`config.mk`:
```
export PLATFORM = sky130hd
export DESIGN_NAME = url_form_percent_decoder_flat
export DESIGN_NICKNAME = d
export VERILOG_FILES = /design/src/hw/rtl/ufpd_pkg.sv /design/src/hw/rtl/ufpd_if.sv /design/src/hw/rtl/ufpd_front.sv /design/src/hw/rtl/ufpd_queue.sv /design/src/hw/rtl/ufpd_back.sv /design/src/hw/rtl/url_form_percent_decoder.sv /design/src/flat_wrapper.sv
export SDC_FILE = /design/constraint.sdc
export NUM_CORES = 1
export LEC_CHECK = 0
export BUFFER_PORTS_ARGS = -buffer_cell sky130_fd_sc_hd__buf_2
export CORE_UTILIZATION = 65
export CTS_CLUSTER_DIAMETER = 30
export DETAILED_ROUTE_END_ITERATION = 10
export PLACE_DENSITY = 0.8
export SYNTH_ARGS = -nofsm -noshare
export SYNTH_HDL_FRONTEND = slang
export SYNTH_SLANG_ARGS = --single-unit
```
`constraint.sdc`:
```
create_clock -name clock -period 10.2 [get_ports clock]
set_input_delay 1.53 -clock clock [delete_from_list [all_inputs] [get_ports clock]]
set_output_delay 1.53 -clock clock [all_outputs]
set_load 0.03 [all_outputs]
```
`src/hw/rtl/ufpd_pkg.sv`:
```
// ----------------------------------------------------------------------------
// ufpd_pkg: shared definitions for the form-urlencoded percent decoder
// Character codes, queue sizing and the record that carries the decoded bytes
// of one input transaction from the front end to the back end.
// ----------------------------------------------------------------------------
package ufpd_pkg;

   localparam logic [7:0] CHAR_PLUS      = 8'h2B;
   localparam logic [7:0] CHAR_PERCENT   = 8'h25;
   localparam logic [7:0] CHAR_SPACE     = 8'h20;
   localparam logic [3:0] HEX_ALPHA_BASE = 4'd10;

   // Most decoded bytes that a single input byte can release.
   localparam int MAX_RESULTS = 3;

   // Default depth of the queue between front end and back end.
   localparam int QUEUE_DEPTH_DEFAULT = 4;

   // Decoded bytes of one input transaction. Entry 0 goes out first; last
   // marks the final entry as the end of the component.
   typedef struct packed {
      logic [MAX_RESULTS-1:0][7:0] bytes;
      logic [1:0]                  count;
      logic                        last;
   } bundle_type;

endpackage

```
`src/hw/rtl/ufpd_if.sv`:
```
// ----------------------------------------------------------------------------
// ufpd_if: valid/ready channels of the percent decoder
// Request channel carries raw bytes, response channel carries decoded bytes.
// ----------------------------------------------------------------------------
interface ufpd_req_if;
   logic       valid;
   logic       ready;
   logic [7:0] in_byte;
   logic       in_last;

   modport source (output valid, output in_byte, output in_last, input ready);
   modport sink   (input valid, input in_byte, input in_last, output ready);
endinterface

interface ufpd_rsp_if;
   logic       valid;
   logic       ready;
   logic [7:0] out_byte;
   logic       out_last;

   modport source (output valid, output out_byte, output out_last, input ready);
   modport sink   (input valid, input out_byte, input out_last, output ready);
endinterface

```
`src/hw/rtl/ufpd_front.sv`:
```
// ----------------------------------------------------------------------------
// ufpd_front: escape parser of the percent decoder
// Accepts raw bytes, tracks a pending escape and produces the decoded bytes
// of each transaction as one bundle for the queue.
// ----------------------------------------------------------------------------
module ufpd_front
   import ufpd_pkg::*;
(
   input  logic       clock,
   input  logic       reset,
   ufpd_req_if.sink   req,
   input  logic       queue_full,
   output logic       push,
   output bundle_type push_data
);

   typedef enum logic [1:0] {
      HELD_NONE,
      HELD_PERCENT,
      HELD_PAIR
   } held_type;

   // Bit 4 flags a hex digit, bits 3:0 carry its value.
   function automatic logic [4:0] hex_digit(input logic [7:0] b);
      logic [4:0] r;
      r = 5'd0;
      if (b >= 8'h30 && b <= 8'h39) begin
         r = {1'b1, b[3:0]};
      end else if ((b >= 8'h61 && b <= 8'h66) || (b >= 8'h41 && b <= 8'h46)) begin
         r = {1'b1, b[3:0] - 4'd1 + HEX_ALPHA_BASE};
      end
      return r;
   endfunction

   function automatic logic [7:0] plain_byte(input logic [7:0] b);
      return (b == CHAR_PLUS) ? CHAR_SPACE : b;
   endfunction

   held_type   state_ff, state_in;
   logic [7:0] held_ff, held_in;
   logic       accept;
   logic [4:0] hex_h, hex_c;
   logic [MAX_RESULTS-1:0][7:0] res_bytes;
   logic [1:0] res_count;
   logic [7:0] c;
   logic       l;

   assign req.ready = !queue_full;
   assign accept    = req.valid && req.ready;
   assign c         = req.in_byte;
   assign l         = req.in_last;
   assign hex_h     = hex_digit(held_ff);
   assign hex_c     = hex_digit(c);

   always_comb begin
      state_in  = HELD_NONE;
      held_in   = held_ff;
      res_bytes = '0;
      res_count = 2'd0;
      case (state_ff)
         HELD_PERCENT: begin
            if (l) begin
               res_bytes[0] = CHAR_PERCENT;
               res_bytes[1] = plain_byte(c);
               res_count    = 2'd2;
            end else begin
               held_in  = c;
               state_in = HELD_PAIR;
            end
         end
         HELD_PAIR: begin
            if (hex_h[4] && hex_c[4]) begin
               res_bytes[0] = {hex_h[3:0], hex_c[3:0]};
               res_count    = 2'd1;
            end else if (held_ff == CHAR_PERCENT) begin
               // The held byte opens a new escape and the new byte joins it.
               res_bytes[0] = CHAR_PERCENT;
               if (l) begin
                  res_bytes[1] = CHAR_PERCENT;
                  res_bytes[2] = plain_byte(c);
                  res_count    = 2'd3;
               end else begin
                  res_count = 2'd1;
                  held_in   = c;
                  state_in  = HELD_PAIR;
               end
            end else begin
               res_bytes[0] = CHAR_PERCENT;
               res_bytes[1] = plain_byte(held_ff);
               if (c == CHAR_PERCENT && !l) begin
                  res_count = 2'd2;
                  state_in  = HELD_PERCENT;
               end else begin
                  res_bytes[2] = plain_byte(c);
                  res_count    = 2'd3;
               end
            end
         end
         default: begin
            if (c == CHAR_PERCENT && !l) begin
               state_in = HELD_PERCENT;
            end else begin
               res_bytes[0] = plain_byte(c);
               res_count    = 2'd1;
            end
         end
      endcase
   end

   assign push            = accept && (res_count != 2'd0);
   assign push_data.bytes = res_bytes;
   assign push_data.count = res_count;
   assign push_data.last  = l;

   always_ff @(posedge clock) begin
      if (reset) begin
         state_ff <= HELD_NONE;
      end else if (accept) begin
         state_ff <= state_in;
         held_ff  <= held_in;
      end
   end

   // The final byte of a component always flushes the pending escape.
   a_last_clears: assert property (@(posedge clock) disable iff (reset)
      accept && l |=> state_ff == HELD_NONE)
      else $error("pending escape survived the last byte");

   // The final byte of a component always yields at least one decoded byte.
   a_last_emits: assert property (@(posedge clock) disable iff (reset)
      accept && l |-> push)
      else $error("last byte produced no output");

endmodule

```
`src/hw/rtl/ufpd_queue.sv`:
```
// ----------------------------------------------------------------------------
// ufpd_queue: bundle queue between front end and back end
// A small first-in first-out buffer of decoded-byte bundles.
// ----------------------------------------------------------------------------
module ufpd_queue
   import ufpd_pkg::*;
#(
   parameter int DEPTH = QUEUE_DEPTH_DEFAULT
)
(
   input  logic       clock,
   input  logic       reset,
   input  logic       push,
   input  bundle_type push_data,
   output logic       full,
   input  logic       pop,
   output logic       head_valid,
   output bundle_type head
);

   localparam int PTR_W = (DEPTH > 1) ? $clog2(DEPTH) : 1;
   localparam int CNT_W = $clog2(DEPTH + 1);

   bundle_type             store_ff [DEPTH];
   logic [PTR_W-1:0]       wr_ptr_ff, wr_ptr_in;
   logic [PTR_W-1:0]       rd_ptr_ff, rd_ptr_in;
   logic [CNT_W-1:0]       count_ff,  count_in;

   assign full       = (count_ff == CNT_W'(DEPTH));
   assign head_valid = (count_ff != '0);
   assign head       = store_ff[rd_ptr_ff];

   always_comb begin
      wr_ptr_in = wr_ptr_ff;
      rd_ptr_in = rd_ptr_ff;
      count_in  = count_ff;
      if (push) begin
         wr_ptr_in = (wr_ptr_ff == PTR_W'(DEPTH - 1)) ? '0 : wr_ptr_ff + 1'b1;
      end
      if (pop) begin
         rd_ptr_in = (rd_ptr_ff == PTR_W'(DEPTH - 1)) ? '0 : rd_ptr_ff + 1'b1;
      end
      if (push && !pop) begin
         count_in = count_ff + 1'b1;
      end else if (pop && !push) begin
         count_in = count_ff - 1'b1;
      end
   end

   always_ff @(posedge clock) begin
      if (reset) begin
         wr_ptr_ff <= '0;
         rd_ptr_ff <= '0;
         count_ff  <= '0;
      end else begin
         wr_ptr_ff <= wr_ptr_in;
         rd_ptr_ff <= rd_ptr_in;
         count_ff  <= count_in;
      end
   end

   always_ff @(posedge clock) begin
      if (push) begin
         store_ff[wr_ptr_ff] <= push_data;
      end
   end

   a_no_overflow: assert property (@(posedge clock) disable iff (reset)
      !(push && full))
      else $error("queue written while full");

   a_no_underflow: assert property (@(posedge clock) disable iff (reset)
      !(pop && !head_valid))
      else $error("queue read while empty");

endmodule

```
`src/hw/rtl/ufpd_back.sv`:
```
// ----------------------------------------------------------------------------
// ufpd_back: output serializer of the percent decoder
// Holds one bundle and sends its bytes one per response transaction.
// ----------------------------------------------------------------------------
module ufpd_back
   import ufpd_pkg::*;
(
   input  logic       clock,
   input  logic       reset,
   input  logic       head_valid,
   input  bundle_type head,
   output logic       pop,
   ufpd_rsp_if.source rsp
);

   bundle_type cur_ff;
   logic       cur_valid_ff;
   logic [1:0] idx_ff;
   logic [1:0] last_idx;
   logic       at_end;
   logic       fire;
   logic       take;

   assign last_idx = cur_ff.count - 2'd1;
   assign at_end   = (idx_ff == last_idx);
   assign fire     = rsp.valid && rsp.ready;
   assign take     = !cur_valid_ff || (fire && at_end);
   assign pop      = take && head_valid;

   assign rsp.valid    = cur_valid_ff;
   assign rsp.out_byte = cur_ff.bytes[idx_ff];
   assign rsp.out_last = cur_ff.last && at_end;

   always_ff @(posedge clock) begin
      if (reset) begin
         cur_valid_ff <= 1'b0;
         idx_ff       <= 2'd0;
      end else if (pop) begin
         cur_valid_ff <= 1'b1;
         idx_ff       <= 2'd0;
      end else if (take) begin
         cur_valid_ff <= 1'b0;
         idx_ff       <= 2'd0;
      end else if (fire) begin
         idx_ff <= idx_ff + 2'd1;
      end
   end

   always_ff @(posedge clock) begin
      if (pop) begin
         cur_ff <= head;
      end
   end

   a_idx_in_range: assert property (@(posedge clock) disable iff (reset)
      cur_valid_ff |-> (cur_ff.count != 2'd0) && (idx_ff <= last_idx))
      else $error("output index outside bundle");

   a_idx_steps: assert property (@(posedge clock) disable iff (reset)
      fire && !at_end |=> cur_valid_ff && (idx_ff == $past(idx_ff) + 2'd1))
      else $error("output index did not advance");

endmodule

```
`src/hw/rtl/url_form_percent_decoder.sv`:
```
// ----------------------------------------------------------------------------
// url_form_percent_decoder: form-urlencoded component decoder
// Turns '+' into a space and valid %XX escapes into the bytes they encode;
// malformed or truncated escapes pass through literally, '+' as a space.
// ----------------------------------------------------------------------------
//
//   Channel   Direction   Payload               Meaning
//   req_if    in          in_byte, in_last      raw byte, end of component
//   rsp_if    out         out_byte, out_last    decoded byte, end of component
//
// A request transaction is accepted in any cycle in which the bundle queue has
// room, so one raw byte per cycle is taken while output flows freely.
// Each raw byte releases zero to three decoded bytes; the back end sends one
// decoded byte per cycle unless rsp_if stalls, so only bytes with two or
// three results (broken escapes and the end-of-component flush) cost extra
// cycles. Decoded bytes are registered in the queue, then in the back end.
// Synchronous reset clears the pending-escape state and empties the queue.
// When the response side stalls the queue fills, and req_if.ready drops once
// QUEUE_DEPTH bundles are waiting.
// ----------------------------------------------------------------------------
module url_form_percent_decoder
   import ufpd_pkg::*;
#(
   parameter int QUEUE_DEPTH = QUEUE_DEPTH_DEFAULT
)
(
   input  logic       clock,
   input  logic       reset,
   ufpd_req_if.sink   req_if,
   ufpd_rsp_if.source rsp_if
);

   // Bundles of decoded bytes from the parser to the serializer.
   bundle_type push_data;
   bundle_type head;
   logic       push;
   logic       pop;
   logic       queue_full;
   logic       head_valid;

   // The front end classifies each raw byte against the pending escape and
   // resolves it into a bundle of up to three decoded bytes.
   ufpd_front u_front (
      .clock      (clock),
      .reset      (reset),
      .req        (req_if),
      .queue_full (queue_full),
      .push       (push),
      .push_data  (push_data)
   );

   // The queue decouples the parser from stalls on the response channel.
   ufpd_queue #(
      .DEPTH (QUEUE_DEPTH)
   ) u_queue (
      .clock      (clock),
      .reset      (reset),
      .push       (push),
      .push_data  (push_data),
      .full       (queue_full),
      .pop        (pop),
      .head_valid (head_valid),
      .head       (head)
   );

   // The back end sends the bytes of each bundle in order, flagging the
   // last byte of a component.
   ufpd_back u_back (
      .clock      (clock),
      .reset      (reset),
      .head_valid (head_valid),
      .head       (head),
      .pop        (pop),
      .rsp        (rsp_if)
   );

endmodule

```
`src/flat_wrapper.sv`:
```
// flat-port wrapper written by rule: the top's interface ports become plain ports
module url_form_percent_decoder_flat import ufpd_pkg::*;
#(
   parameter int QUEUE_DEPTH = QUEUE_DEPTH_DEFAULT
)
  (clock, reset, req_if_valid, req_if_in_byte, req_if_in_last, req_if_ready, rsp_if_valid, rsp_if_out_byte, rsp_if_out_last, rsp_if_ready);
  ufpd_req_if req_if_i ();
  ufpd_rsp_if rsp_if_i ();
  input  logic clock;
  input  logic reset;
  input wire logic [$bits(req_if_i.valid)-1:0] req_if_valid;
  input wire logic [$bits(req_if_i.in_byte)-1:0] req_if_in_byte;
  input wire logic [$bits(req_if_i.in_last)-1:0] req_if_in_last;
  output wire logic [$bits(req_if_i.ready)-1:0] req_if_ready;
  output wire logic [$bits(rsp_if_i.valid)-1:0] rsp_if_valid;
  output wire logic [$bits(rsp_if_i.out_byte)-1:0] rsp_if_out_byte;
  output wire logic [$bits(rsp_if_i.out_last)-1:0] rsp_if_out_last;
  input wire logic [$bits(rsp_if_i.ready)-1:0] rsp_if_ready;
  assign req_if_i.valid = req_if_valid;
  assign req_if_i.in_byte = req_if_in_byte;
  assign req_if_i.in_last = req_if_in_last;
  assign req_if_ready = req_if_i.ready;
  assign rsp_if_valid = rsp_if_i.valid;
  assign rsp_if_out_byte = rsp_if_i.out_byte;
  assign rsp_if_out_last = rsp_if_i.out_last;
  assign rsp_if_i.ready = rsp_if_ready;
  url_form_percent_decoder #(.QUEUE_DEPTH(QUEUE_DEPTH)) u_core (.clock(clock), .reset(reset), .req_if(req_if_i), .rsp_if(rsp_if_i));
endmodule
```
# Yosys cells after proc, flatten, opt, wreduce, memory -nomap -nowiden

Memory sizes are Yosys's and may differ from the RTL's. A register that Yosys moved wholly into a read port is not among the register bits.
Index checks and enable logic that the tools add are counted.
W data, S select, Z words.

Add/sub/neg operators: 10
Order comparisons: 13
Equal/unequal tests: 12
Mux-type cells: 40
Bitwise logic cells: 1
Reduce and logical (&&, ||, !) cells: 31

Operator list:

| cell                  | number |
|---|---|
| $mux W8               | 9 |
| $pmux W8 S2           | 3 |
| $eq A8 B6 Y1 const B  | 4 |
| $ge A8 B7 Y1 const B  | 4 |
| $le A8 B7 Y1 const B  | 4 |
| $mux W16              | 2 |
| $mux W24              | 1 |
| $mux W5               | 4 |
| $mux W2               | 9 |
| $bmux W8 S2           | 1 |
| $ge A8 B6 Y1 const B  | 2 |
| $le A8 B6 Y1 const B  | 2 |
| $logic_and A1 B1 Y1   | 16 |
| $add A4 B4 Y4 const B | 2 |
| $pmux W2 S2           | 2 |
| $reduce_bool A2 Y1    | 4 |
| $sub A4 B1 Y4 const B | 2 |
| $mux W1               | 7 |
| $add A2 B1 Y2 const B | 3 |
| $eq A2 B2 Y1 const B  | 3 |
| $mux W3               | 2 |
| $logic_not A1 Y1      | 5 |
| $reduce_and A5 Y1     | 1 |
| $ne A2 B2 Y1 const B  | 2 |
| 11 further kinds      | 13 |

Flip-flop bits (word level): 20
Bits in writable memories: 108
Bits of input ports: 13
Output and inout port bits: 11
Logic and storage cells: 115
Memories: 1

Memories:

| memory                  | depth | bits a word | rd ports | clocked after memory_dff | write ports | line             | text |
|---|---|---|---|---|---|---|---|
| u_core.u_queue.store_ff | 4     | 27          | 1        | 1                        | 1           | ufpd_queue.sv:24 | `bundle_type store_ff [DEPTH];` |

# Longest topological paths before layout

Gate-level depths: netlist of the first run.

Depth in word-level cells: 14
Depth in mapped cells: 13
Gate-level depth less buffers: 13

# Cells and area by module

Synthesis of the first run repeated with hierarchy kept, for this count alone.

Cell total of the unflattened synthesis: 400
Area, all modules: 6,802.8 um2

Modules (own cells, without submodules):

| module     | instances | cells each | area an instance (um2) | seq. area each (um2) |
|---|---|---|---|---|
| ufpd_queue | 1         | 185        | 4,385.5                | 3,423.3 |
| ufpd_front | 1         | 139        | 1,242.4                | 280.3 |
| ufpd_back  | 1         | 76         | 1,174.9                | 870.8 |

# Least setup slack after synthesis of the first run

OpenSTA, ideal clock, no wires.

Path type: input-to-reg
Start: in req_if_in_byte[0]
End: mem u_core.u_queue.store_ff[0][0] in the netlist's numbering, enable pin
Setup time: 0.414 ns
Data arrival time: 3.917 ns
Required time: 9.786 ns
Setup slack: 5.869 ns
Stages on the path: 7
Buffers on the path: 0
Cell sequence: inv_1 > ha_1 > o21ba_2 > o211a_1 > o22ai_2 > a22oi_4 > nor2b_1

Word-level cells in the longest chain between the ends: 12
Elaborated cells on any way between the ends: 24
Classes of those cells: 6 x order compare; 1 x eq/ne; 9 x mux; 8 x reduce/logical

RTL lines:

| what                                         | line               | text |
|---|---|---|
| start, declared                              | flat_wrapper.sv:12 | `input wire logic [$bits(req_if_i.in_byte)-1:0] req_if_in_byte;` |
| $ge A8 B7 Y1 or $le A8 B7 Y1 (tied branches) | ufpd_front.sv:29   | `end else if ((b >= 8'h61 && b <= 8'h66) \|\| (b >= 8'h41 && b <= 8'h46)) begin` |
| $logic_and A1 B1 Y1                          | ufpd_front.sv:29   |  |
| $logic_or A1 B1 Y1                           | ufpd_front.sv:29   |  |
| $mux W5                                      | ufpd_front.sv:29   |  |
| $mux W5                                      | ufpd_front.sv:27   | `if (b >= 8'h30 && b <= 8'h39) begin` |
| $logic_and A1 B1 Y1                          | ufpd_front.sv:72   | `if (hex_h[4] && hex_c[4]) begin` |
| $mux W2                                      | ufpd_front.sv:72   |  |
| $pmux W2 S2 (*)                              | ufpd_front.sv:60   | `case (state_ff)` |
| $reduce_bool A2 Y1 (*)                       | ufpd_front.sv:110  | `assign push = accept && (res_count != 2'd0);` |
| $logic_and A1 B1 Y1 (*)                      | ufpd_front.sv:110  |  |
| $mux W1 (*)                                  | ufpd_queue.sv:63   | `if (push) begin` |
| $mux W1 (implied by the code) (*)            | ufpd_queue.sv:64   | `store_ff[wr_ptr_ff] <= push_data;` |
| end, declared                                | ufpd_queue.sv:24   |  |

Every way passes the cells marked *; elsewhere a longest branch is shown, timed or not.

# Final worst setup path of the first run

Start: in req_if_in_byte[0]
End: reg u_core.u_queue.count_ff[2]

Word-level cells in the longest chain between the ends: 13
Elaborated cells on any way between the ends: 27
Classes of those cells: 6 x order compare; 1 x eq/ne; 8 x mux; 12 x reduce/logical

RTL lines:

| what                                         | line                           | text |
|---|---|---|
| $ge A8 B7 Y1 or $le A8 B7 Y1 (tied branches) | ufpd_front.sv:29               |  |
| $logic_and A1 B1 Y1                          | ufpd_front.sv:29               |  |
| $logic_or A1 B1 Y1                           | ufpd_front.sv:29               |  |
| $mux W5                                      | ufpd_front.sv:29               |  |
| $mux W5                                      | ufpd_front.sv:27               |  |
| $logic_and A1 B1 Y1                          | ufpd_front.sv:72               |  |
| $mux W2                                      | ufpd_front.sv:72               |  |
| $pmux W2 S2 (*)                              | ufpd_front.sv:60               |  |
| $reduce_bool A2 Y1 (*)                       | ufpd_front.sv:110              |  |
| $logic_and A1 B1 Y1 (*)                      | ufpd_front.sv:110              |  |
| named net u_core.push                        | url_form_percent_decoder.sv:36 | `logic push;` |
| $logic_not A1 Y1                             | ufpd_queue.sv:45               | `end else if (pop && !push) begin` |
| $logic_and A1 B1 Y1                          | ufpd_queue.sv:45               |  |
| $reduce_bool A2 Y1 (no line)                 | -                              |  |
| end signal, assigned                         | ufpd_queue.sv:58               | `count_ff <= count_in;` |
| end, declared                                | ufpd_queue.sv:27               | `logic [CNT_W-1:0] count_ff, count_in;` |

Mark *: on every way through the listed nets, which the timed path passes. The rest lies on a longest branch.
A chain may end at the register's enable or synchronous reset.

==> results of run 1 <==
[critical path, delay by kind of cell]
kind	cells	cell delay [ps]
adders and majority gates	3	820
xor gates and xnor gates	1	190
AOI/OAI and AO/OA	5	1180
buffers and inverters	4	410
and+or+nand+nor	1	320
[cell type report]
cell class / instances / area, um^2
well taps: 133 / 166
inverters: 17 / 63.8
multi-input cells: 216 / 1990
clock buffers: 21 / 439
clock inverters: 11 / 216
fillers: 556 / 2240
flip-flops and latches: 155 / 4540
repair buffers: 30 / 168
[cells by family (layout without fill, tap and decap cells)]
logic type | Yosys count | count (layout) | share of synthesized area, %
buf+inv | 30 | 79 | 1.74
mux | 39 | 39 | 11.0
xor+xnor | 8 | 8 | 1.06
fa+ha+maj | 16 | 16 | 3.13
flops | 155 | 155 | 68.4
simple gates | 89 | 89 | 7.74
compound gates | 64 | 64 | 6.91
[power by group through the flow]
stage          Sequential (mW)  Clock, mW  Combinational [mW]
2_1_floorplan            0.871          0               0.297
6_report                 0.908      0.700               0.384
4_1_cts                  0.910      0.708               0.384
3_5_place_dp             0.913          0               0.366
5_1_grt                  0.921      0.728               0.409
3_3_place_gp             0.906          0               0.354
[flip-flops by register name, summed over array words and instances, names as in the netlist]
| name | flops |
|---|---|
| u_core.u_queue.store_ff | 108 |
| u_core.u_back.cur_ff | 27 |
| u_core.u_front.held_ff | 8 |
| u_core.u_queue.count_ff | 3 |
| u_core.u_back.idx_ff | 2 |
| u_core.u_front.state_ff | 2 |
| u_core.u_queue.rd_ptr_ff | 2 |
| u_core.u_queue.wr_ptr_ff | 2 |
| u_core.u_back.rsp.valid | 1 |
[layer usage]
layer,track usage (%),up-vias,routed length (um)
li1,-,1660,-
met1,38.1,1948,5900
met5,0,-,0
met2,50.3,206,7460
met4,15.1,0,483
met3,8.00,41,1130
[metrics by stage]
step                      setup slack [ps]  area, um^2  power (mW)  util (%)
final                                 6200        7580        1.99      77.2
after global routing                  6080        7580        2.06      77.2
after CTS                             6250        7580        2.00      77.2
after detailed placement              5810        6920        1.28      70.5
after global placement                5880        6920        1.26      70.5
after floorplan                       5870        6630        1.17         -
[final timing paths]
path                                              endpoint  slack, ps                                     start
setup / recovery   u_core.u_queue.count_ff[2]$_SDFFE_PP0P_       6200                         req_if_in_byte[0]
hold / removal    u_core.u_queue.wr_ptr_ff[1]$_SDFFE_PP0P_        530  u_core.u_queue.wr_ptr_ff[1]$_SDFFE_PP0P_
setup reg to reg   u_core.u_queue.count_ff[2]$_SDFFE_PP0P_       6810       u_core.u_front.held_ff[1]$_DFFE_PP_
hold reg to reg   u_core.u_queue.wr_ptr_ff[1]$_SDFFE_PP0P_        530  u_core.u_queue.wr_ptr_ff[1]$_SDFFE_PP0P_
[cells in the final DEF (no fill, tap or decap), types with 3 or more instances in the layout]
master,Yosys,layout
buf_4,0,7
dfxtp_1,12,11
inv_1,17,17
a22o_1,7,7
and3_1,5,5
nand2b_1,5,5
buf_2,2,23
xor2_1,4,4
a21oi_1,13,13
and2_1,7,7
xnor2_1,4,4
o21ai_0,21,21
a21o_1,3,3
nand4_1,5,5
clkbuf_16,0,16
mux2i_1,11,11
nand2_1,16,16
ha_1,15,15
nor3_1,8,8
clkbuf_1,8,3
or3_1,3,3
mux4_2,27,27
nor2b_2,0,4
nor4_1,3,3
nand3_1,4,4
edfxtp_1,143,143
nor2_1,13,13
bufinv_16,0,6
==> summary.txt, run 1 <==
Timing
  – Final Cycle Share: 39.2%
  – Hold_ws: 527 ps
  – RSZ-0062 raised after global routing: no
  – Final clock skew: 9.92 ps
  – Max Slew Vio Count: 0
  – Slew @ Worst Pin: 1160 ps
  – TNS Setup: 0 ps
  – Final setup vio count: 0
  – Fmax: 250 MHz
  – Final Hold Viols: 0
  – Period minus WS final: 4000 ps
  – Slew margin rel.: 22.9%

Clock tree
  – CTS root buffer: clkbuf_8
  – Hold buffer count at cts: 0
  – CTS buffer count: 17
  – # H-tree levels: 4
  – Post-CTS setup repair buffer count: 0
  – Cts repair resizes: 0
  – CTS clock-pin slew for the worst setup and hold paths: 60 ps
  – CTS Buffer Depth: 2
  – # clock sinks: 155
  – Worst skew pair latency: 520 ps
  – CTS tree: yes

Critical path
  – Crit path kind: in2reg
  – Top cell by count, worst path: inv_1
  – CP max stage delay: 390 ps
  – Startpoint Class: input pin
  – Worst setup EP type: flip-flop
  – CP arrival: 4450 ps
  – Critical Path RT: 10650 ps
  – Ordered list of cells on the worst path: buf_2, inv_1, ha_1, o21ba_2, o211a_1, o22ai_2, a22oi_4, inv_1, ha_1, inv_1, fa_1, xor2_1, or3_1, a21oi_1
  – Crit-path max FO: 8
  – Reg2Reg Depth: 13
  – Slowest library cell on the worst path: fa_1

Detailed routing
  – WL/cell: 25.7 um
  – DR vias/cell: 6.61
  – Final antenna-violating net count: 0
  – Iter 0 DRT Violations: 288
  – Vias: 3855
  – DRC violations left: 0
  – WL final: 15.0 mm
  – 1st-pass router iterations: 5

Pwr
  – Lkg Pwr: 2.67 nW
  – Sw frac: 27.3%
  – Switching pwr: 543 uW
  – Pint: 1.45 mW
  – Pwr dens: 263 mW/mm^2
  – Sequential Power Share: 45.6%
  – Worst vdd ir: 0.138 mV
  – Comb power frac: 19.3%
  – Clk pwr share: 35.1%

Synth
  – Post-synth top area share: 64.8%
  – Top FF cell, synth: edfxtp_1
  – Seq/Total Area, Yosys: 68.4%
  – Library cells used by synthesis: 58
  – Ys async rst share: 0%
  – Yosys top cell by area: edfxtp_1
  – Number of flops mapped to enable cells by yosys: 143
  – Avg Cell Area, Syn: 16.5 um^2
  – Total of flip-flops plus latches after synthesis: 155
  – Area contributors post-synth: edfxtp_1, mux4_2, dfxtp_1
  – Synth cell count leaders: edfxtp_1, mux4_2, o21ai_0, inv_1, nand2_1
  – Post-Syn Nets: 430
  – Yosys warnings: 0
  – Cell area after synthesis: 0.00663 mm^2
  – Cells after Synth: 401
  – Most frequent cell after synthesis: edfxtp_1

Global route
  – Overall routing resource usage: 30.6%
  – Gr ovfl total: 0
  – Initial antenna violation count: 0
  – Vias in the first global route: 3893
  – Largest net degree at the start of global routing: 31
  – First-pass GRT wire length: 21.9 mm

Floorplanning
  – Die Span Y: 103 um
  – FP Rows: 36
  – Initial cell density of the core: 67.5%
  – Die width: 103 um
  – Io pins: 24
  – Core Area: 0.00982 mm^2
  – Die area: 0.0106 mm^2

Cells and area
  – Share of cells above drive strength 1: 22.7%
  – Area growth syn-to-layout: 14.3%
  – Antenna diodes: 0
  – Nets@finish: 466
  – Post-route insts no fill: 583

Placed design
  – Post-DP HPWL: 8.30 mm
  – Port bufs: 23
  – GP Congestion: 0.906
  – Placed Cells: 551

Status
  – Outcome: complete, no violations

Min path
  – HP Class: reg2reg
  – Hold path depth: 2

Job
  – Max_cap viols: 0
No activity file was read; power rests on OpenSTA's default activity.
==> inputs of run 2 (changes only) <==
--- a/config.mk
+++ b/config.mk
@@ -6,10 +6,10 @@
 export NUM_CORES = 1
 export LEC_CHECK = 0
 export BUFFER_PORTS_ARGS = -buffer_cell sky130_fd_sc_hd__buf_2
-export CORE_UTILIZATION = 65
+export CORE_UTILIZATION = 61
 export CTS_CLUSTER_DIAMETER = 30
 export DETAILED_ROUTE_END_ITERATION = 10
-export PLACE_DENSITY = 0.8
+export PLACE_DENSITY = 0.76
 export SYNTH_ARGS = -nofsm -noshare
 export SYNTH_HDL_FRONTEND = slang
 export SYNTH_SLANG_ARGS = --single-unit
==> constraint.sdc (replaced) <==
create_clock -name clock -period 4 [get_ports clock]
set_input_delay 0.6 -clock clock [delete_from_list [all_inputs] [get_ports clock]]
set_output_delay 0.6 -clock clock [all_outputs]
set_load 0.03 [all_outputs]
==> summary.txt, run 2 (same netlist as run 1, synthesis figures left out) <==
Detailed routing
  – Vias: 3674 (-4.7%)
  – WL/cell: 21.9 um (-15%)
  – 1st-pass router iterations: 5 (unchanged)
  – DRC violations left: 0 (unchanged)
  – Final antenna-violating net count: 0 (unchanged)
  – WL final: 12.8 mm (-15%)
  – Iter 0 DRT Violations: 332 (+15%)
  – DR vias/cell: 6.27 (-5.2%)

Global route
  – Met2 GRT Util: 41.4% (-8.9 points)
  – Initial antenna violation count: 0 (unchanged)
  – Routing usage on met1: 33.5% (-4.6 points)
  – Busiest grt layer: met2
  – Overall routing resource usage: 25.2% (-5.4 points)
  – Gr ovfl total: 0 (unchanged)
  – First-pass GRT wire length: 20.4 mm (-6.9%)
  – Met3 usage: 5.46% (-2.5 points)
  – Largest net degree at the start of global routing: 31 (unchanged)
  – Vias in the first global route: 3763 (-3.3%)

Min path
  – HP Class: in2reg
  – Endpoint of the worst hold path: u_core.u_front.held_ff[3]$_DFFE_PP_
  – Hold Crit Start: req_if_in_byte[3]
  – Hold path depth: 1 (-1)

Timing
  – Final setup vio count: 0 (unchanged)
  – Slew @ Worst Pin: 1040 ps (-118 ps)
  – Hold_ws: 343 ps (-184 ps)
  – RSZ-0062 raised after global routing: no
  – TNS Setup: 0 ps (unchanged)
  – Max Slew Vio Count: 0 (unchanged)
  – Slew margin rel.: 30.8% (+8.0 points)
  – Period minus WS final: 3170 ps
  – Fmax: 315 MHz
  – Final clock skew: 8.67 ps (-1.25 ps)
  – Final Hold Viols: 0 (unchanged)
  – Final Cycle Share: 79.2%

Clock tree
  – CTS buffer count: 17 (unchanged)
  – CTS clock-pin slew for the worst setup and hold paths: 60 ps (about the same)
  – # H-tree levels: 4 (unchanged)
  – # clock sinks: 155 (unchanged)
  – Post-CTS setup repair buffer count: 0 (unchanged)
  – CTS Buffer Depth: 2 (unchanged)
  – CTS tree: yes
  – CTS root buffer: clkbuf_8
  – Cts repair resizes: 0 (unchanged)
  – Worst skew pair latency: 510 ps (about the same)
  – Hold buffer count at cts: 0 (unchanged)

Cells and area
  – End-of-flow core utilization: 71.5% (-5.7 points)
  – Most frequent cells in the layout: edfxtp_1, mux4_2, buf_2
  – Fillers: 649 (+17%)
  – Most common cell after layout, fill and taps aside: edfxtp_1
  – Nets@finish: 468 (+0.43%)
  – Max reg flops: 108 (unchanged)
  – Area growth syn-to-layout: 12.3%
  – Biggest regs: u_core.u_queue.store_ff (108), u_core.u_back.cur_ff (27), u_core.u_front.held_ff (8)
  – Antenna diodes: 0 (unchanged)
  – Multi-input logic area: 0.00199 mm^2 (unchanged)
  – Share of cells above drive strength 1: 21.8% (-0.89 points)
  – FF/Latch Area: 0.00454 mm^2 (unchanged)
  – Biggest register: u_core.u_queue.store_ff

Placed design
  – GP Congestion: 0.990 (+9.3%)
  – Post-DP HPWL: 8.05 mm (-3.0%)
  – Port bufs: 23 (unchanged)

Floorplanning
  – Die width: 106 um (+3.2%)
  – Initial cell density of the core: 63.6% (-3.9 points)
  – FP Rows: 37 (+2.8%)
  – Die Span Y: 106 um (+3.2%)
  – Io pins: 24 (unchanged)
  – Die area: 0.0113 mm^2 (+6.4%)
  – Core Area: 0.0104 mm^2 (+6.1%)

Critical path
  – R2r setup slk: 830 ps (-5980 ps)
  – Critical Path RT: 4440 ps (-6210 ps)
  – Crit-path max FO: 7 (-1)
  – Worst reg2reg path startpoint: u_core.u_front.held_ff[1]$_DFFE_PP_
  – Crit Reg-Reg Endpoint: u_core.u_queue.count_ff[2]$_SDFFE_PP0P_
  – Worst setup EP type: flip-flop
  – CP arrival: 3610 ps (-840 ps)
  – Reg2Reg Depth: 13 (unchanged)
  – Startpoint Class: flip-flop
  – Crit path kind: reg2reg

Status
  – Outcome: complete, no violations

Job
  – Max_cap viols: 0 (unchanged)

Pwr
  – Worst vdd ir: 0.328 mV (+140%)
  – Lkg Pwr: 2.59 nW (-2.7%)
  – Pwr dens: 618 mW/mm^2 (+140%)
run 2: changes by cell type in the layout (fill, tap and decap cells not counted), moves of 2 or more:
cell / change
buf_4: +2
clkinv_1: +5
bufinv_16: -5
clkinv_4: -2
clkinvlp_4: +3
run 2: layout make-up:
cell class	count	share of cell area (%)
multi-input cells	216	26.7
clock buffers	19	5.66
flip-flops and latches	155	60.9
well taps	136	2.29
clock inverters	11	1.09
inverters	17	0.857
repair buffers	32	2.45
run 2: worst max-delay path by stage:
stage	start	to	slack [ps]
final	u_core.u_front.held_ff[1]$_DFFE_PP_	u_core.u_queue.count_ff[2]$_SDFFE_PP0P_	830
after global routing	u_core.u_front.held_ff[1]$_DFFE_PP_	u_core.u_queue.count_ff[2]$_SDFFE_PP0P_	640
after CTS	u_core.u_front.state_ff[0]$_SDFFE_PP0P_	u_core.u_queue.count_ff[2]$_SDFFE_PP0P_	870
after detailed placement	req_if_in_byte[0]	u_core.u_queue.count_ff[2]$_SDFFE_PP0P_	520
after global placement	req_if_in_byte[0]	u_core.u_queue.count_ff[2]$_SDFFE_PP0P_	640
after floorplan	req_if_in_byte[0]	u_core.u_queue.store_ff[0][0]$_DFFE_PP_	600
run 2: worst max-delay path, cell delays in order (launching register included):
cell       delay [ps]
edfxtp_1          460
inv_1             160
ha_1              210
nand4bb_1         220
nor2_1            350
a221o_1           260
a22oi_4           100
inv_1              80
ha_1              170
inv_1              60
fa_1              380
xor2_1            170
or3_1             320
a21oi_1           150
run 2: layer usage:
layer  wire (um)  part of all wire, %
met2        6430                   50
met1        5490                   43
met4         267                  2.1
met5           0                    0
met3         620                  4.8
run 2: report_power, final:
part | switching, mW | internal [mW] | total, mW
clock network | 0.581 | 0.803 | 1.38
logic | 0.518 | 0.409 | 0.928
registers | 0.168 | 2.12 | 2.29
run 2: stage by stage:
stage          power [mW]  setup WS, ps  instance area, um^2  cells
2_1_floorplan        2.98           599                 6630    401
3_3_place_gp         3.21           641                 6940    556
3_5_place_dp         3.26           522                 6940    556
4_1_cts              4.63           869                 7440    586
5_1_grt              4.79           640                 7440    586
6_report             4.60           830                 7440    586
==> inputs of run 3 (changes only) <==
--- a/config.mk
+++ b/config.mk
@@ -5,11 +5,12 @@
 export SDC_FILE = /design/constraint.sdc
 export NUM_CORES = 1
 export LEC_CHECK = 0
+export ABC_AREA = 1
 export BUFFER_PORTS_ARGS = -buffer_cell sky130_fd_sc_hd__buf_2
-export CORE_UTILIZATION = 61
+export CORE_UTILIZATION = 55
 export CTS_CLUSTER_DIAMETER = 30
 export DETAILED_ROUTE_END_ITERATION = 10
-export PLACE_DENSITY = 0.76
+export PLACE_DENSITY = 0.72
 export SYNTH_ARGS = -nofsm -noshare
 export SYNTH_HDL_FRONTEND = slang
 export SYNTH_SLANG_ARGS = --single-unit
==> constraint.sdc (replaced) <==
create_clock -name clock -period 2.6 [get_ports clock]
set_input_delay 0.39 -clock clock [delete_from_list [all_inputs] [get_ports clock]]
set_output_delay 0.39 -clock clock [all_outputs]
set_load 0.03 [all_outputs]
==> summary.txt, run 3 <==
Status
  – Outcome: complete, but fails checks
  – Failing checks: DRC

Critical path
  – Startpoint Class: flip-flop
  – Crit-path max FO: 3 (-4)
  – Worst setup EP type: flip-flop
  – CP max stage delay: 390 ps (-70 ps)
  – Crit path kind: reg2reg
  – Critical Path RT: 2920 ps (-1520 ps)
  – CP arrival: 2800 ps (-810 ps)
  – Slowest library cell on the worst path: edfxtp_1
  – Ordered list of cells on the worst path: inv_2, ha_1, o21ai_1, nand2_1, nand2_2, nand2_4, nand2_4, nand3_4, nand3_4, nand2_2, inv_1, ha_1, inv_2, fa_2, a21oi_2, o21ai_2, o21ai_1, a21oi_1

Synth
  – Number of flops mapped to enable cells by yosys: 143 (unchanged)
  – Most frequent cell after synthesis: edfxtp_1
  – Top FF cell, synth: edfxtp_1
  – Library cells used by synthesis: 35 (-40%)
  – Area contributors post-synth: edfxtp_1, nor2_1, o21ai_0
  – Post-synth top area share: 64.3% (-0.50 points)
  – Avg Cell Area, Syn: 11.7 um^2 (-29%)
  – Cell area after synthesis: 0.00668 mm^2 (+0.77%)
  – Yosys warnings: 0 (unchanged)
  – Total of flip-flops plus latches after synthesis: 155 (unchanged)
  – Synth cell count leaders: edfxtp_1, nor2_1, o21ai_0, nand2_1, inv_1
  – Cells after Synth: 573 (+43%)
  – Post-Syn Nets: 602 (+40%)
  – Yosys top cell by area: edfxtp_1
  – Seq/Total Area, Yosys: 67.9% (-0.53 points)
  – Ys async rst share: 0% (unchanged)

Cells and area
  – Biggest regs: u_core.u_queue.store_ff (108), u_core.u_back.cur_ff (27), u_core.u_front.held_ff (8)
  – Most common cell after layout, fill and taps aside: edfxtp_1
  – FF/Latch Area: 0.00453 mm^2 (about the same)
  – Nets@finish: 659 (+41%)
  – Most frequent cells in the layout: edfxtp_1, nor2_1, o21ai_0
  – Biggest register: u_core.u_queue.store_ff
  – Multi-input logic area: 0.00193 mm^2 (-3.0%)
  – Antenna diodes: 0 (unchanged)
  – Share of cells above drive strength 1: 19.8% (-2.0 points)
  – Area growth syn-to-layout: 16.6%
  – Max reg flops: 108 (unchanged)
  – Fillers: 851 (+31%)

Clock tree
  – # clock sinks: 155 (unchanged)
  – CTS Buffer Depth: 2 (unchanged)
  – Hold buffer count at cts: 0 (unchanged)
  – Worst skew pair latency: 430 ps (-80 ps)
  – CTS clock-pin slew for the worst setup and hold paths: 60 ps (about the same)
  – CTS root buffer: clkbuf_16
  – CTS buffer count: 17 (unchanged)
  – CTS tree: yes
  – # H-tree levels: 4 (unchanged)

Timing
  – Final setup vio count: 0 (unchanged)
  – TNS Setup: 0 ps (unchanged)
  – Max Slew Vio Count: 0 (unchanged)
  – Slew @ Worst Pin: 646 ps (-392 ps)
  – Final Cycle Share: 95.6% (+16 points)
  – Slew margin rel.: 56.9% (+26 points)
  – Fmax: 402 MHz (+28%)
  – Final Hold Viols: 0 (unchanged)
  – Hold_ws: 198 ps (-145 ps)
  – Period minus WS final: 2480 ps (-685 ps)
  – Final clock skew: 17.9 ps (+9.20 ps)

Floorplanning
  – Initial cell density of the core: 57.5% (-6.1 points)
  – Core Area: 0.0116 mm^2 (+11%)
  – Die area: 0.0126 mm^2 (+12%)
  – Io pins: 24 (unchanged)
  – Die Span Y: 112 um (+5.6%)
  – Die width: 112 um (+5.6%)
  – FP Rows: 39 (+5.4%)

Global route
  – Overall routing resource usage: 23.0% (-2.2 points)
  – Initial antenna violation count: 0 (unchanged)
  – Gr ovfl total: 0 (unchanged)
  – First-pass GRT wire length: 21.5 mm (+5.3%)
  – Largest net degree at the start of global routing: 57 (+84%)
  – Vias in the first global route: 4191 (+11%)

Pwr
  – Lkg Pwr: 2.82 nW (+8.7%)
  – Clk pwr share: 27.7% (-2.4 points)
  – Pint: 5.38 mW (+61%)
  – Switching pwr: 2.50 mW (+98%)
  – Pwr dens: 1010 mW/mm^2 (+64%)
  – Sequential Power Share: 45.6% (-4.1 points)
  – Comb power frac: 26.7% (+6.5 points)
  – Sw frac: 31.8% (+4.2 points)
  – Worst vdd ir: 0.500 mV (+52%)

Placed design
  – Post-DP HPWL: 8.88 mm (+10%)
  – GP Congestion: 0.955 (-3.4%)
  – Port bufs: 23 (unchanged)

Detailed routing
  – DRC violations left: 1 (+1)
  – Iter 0 DRT Violations: 451 (+36%)
  – Vias: 4477 (+22%)
  – 1st-pass router iterations: 8 (+3)
  – WL final: 13.6 mm (+6.0%)
  – WL/cell: 17.3 um (-21%)
  – DR vias/cell: 5.70 (-9.2%)
  – Final antenna-violating net count: 0 (unchanged)

Job
  – Max_cap viols: 0 (unchanged)

Min path
  – HP Class: in2reg
run 3: final timing paths:
check	from	endpoint	slack [ps]	cells past startpoint
max	u_core.u_front.held_ff[0]$_DFFE_PP_	u_core.u_queue.count_ff[2]$_SDFFE_PP0P_	120	18
min	req_if_in_byte[4]	u_core.u_front.held_ff[4]$_DFFE_PP_	200	1
max reg2reg	u_core.u_front.held_ff[0]$_DFFE_PP_	u_core.u_queue.count_ff[2]$_SDFFE_PP0P_	120	18
min reg2reg	u_core.u_front.state_ff[1]$_SDFFE_PP0P_	u_core.u_front.state_ff[1]$_SDFFE_PP0P_	500	2
run 3: through the flow:
stage | util, % | power [mW] | instances | setup WS [ps] | instance area (um^2)
CTS | 66.5 | 7.87 | 781 | 9.81 | 7720
detailed placement | 62.0 | 5.69 | 749 | -53.3 | 7200
floorplan | - | 4.97 | 573 | -410 | 6680
finish | 67.1 | 7.88 | 786 | 116 | 7790
global placement | 62.0 | 5.61 | 749 | 24.4 | 7200
global route | 67.1 | 8.26 | 786 | -51.1 | 7790
run 3: layout make-up:
| type | instances | area share [%] |
|---|---|---|
| multi-input cells | 349 | 24.8 |
| inverters | 48 | 2.31 |
| clock buffers | 21 | 5.65 |
| flip-flops and latches | 155 | 58.2 |
| well taps | 143 | 2.30 |
| clock inverters | 11 | 1.01 |
| repair buffers | 59 | 5.75 |
run 3: cells by family (layout without fill, tap and decap cells):
family	count (synthesis)	after routing	share of synthesized area, %
and+or+nand+nor	189	189	12.4
buffers and inverters	69	139	3.93
xor gates and xnor gates	5	5	0.656
AOI/OAI and AO/OA	139	139	12.0
DFF	155	155	67.9
adders and majority gates	16	16	3.11
run 3: metal layers:
metal  part of all wire [%]  vias up  track usage (%)
met3                    5.6       14             6.53
met5                      0        -                0
met1                     45     2151             31.3
met4                   0.95        0             7.47
li1                       -     2165                -
met2                     49      147             36.1
run 3: worst max-delay path, delay by kind of cell (launching register included):
family	cells	cell delay, ps
adders and majority gates	3	740
AOI/OAI and AO/OA	5	560
and+or+nand+nor	7	510
DFF	1	390
buffers and inverters	3	170
run 3: power groups by stage:
stage	clock network (mW)	logic [mW]	registers, mW
3_5_place_dp	0	2.04	3.65
4_1_cts	2.22	2.05	3.60
2_1_floorplan	0	1.35	3.62
5_1_grt	2.32	2.31	3.64
6_report	2.19	2.10	3.59
3_3_place_gp	0	1.99	3.63
run 3: timing repair:
action | 4_1_cts | 5_1_grt
pin swaps | 0 | 8
endpoints found under the hold margin | 0 | 0
setup buffers | 0 | 5
endpoints found under the setup margin | 1 | 2
gates cloned | 0 | 0
gates resized for setup | 1 | 16
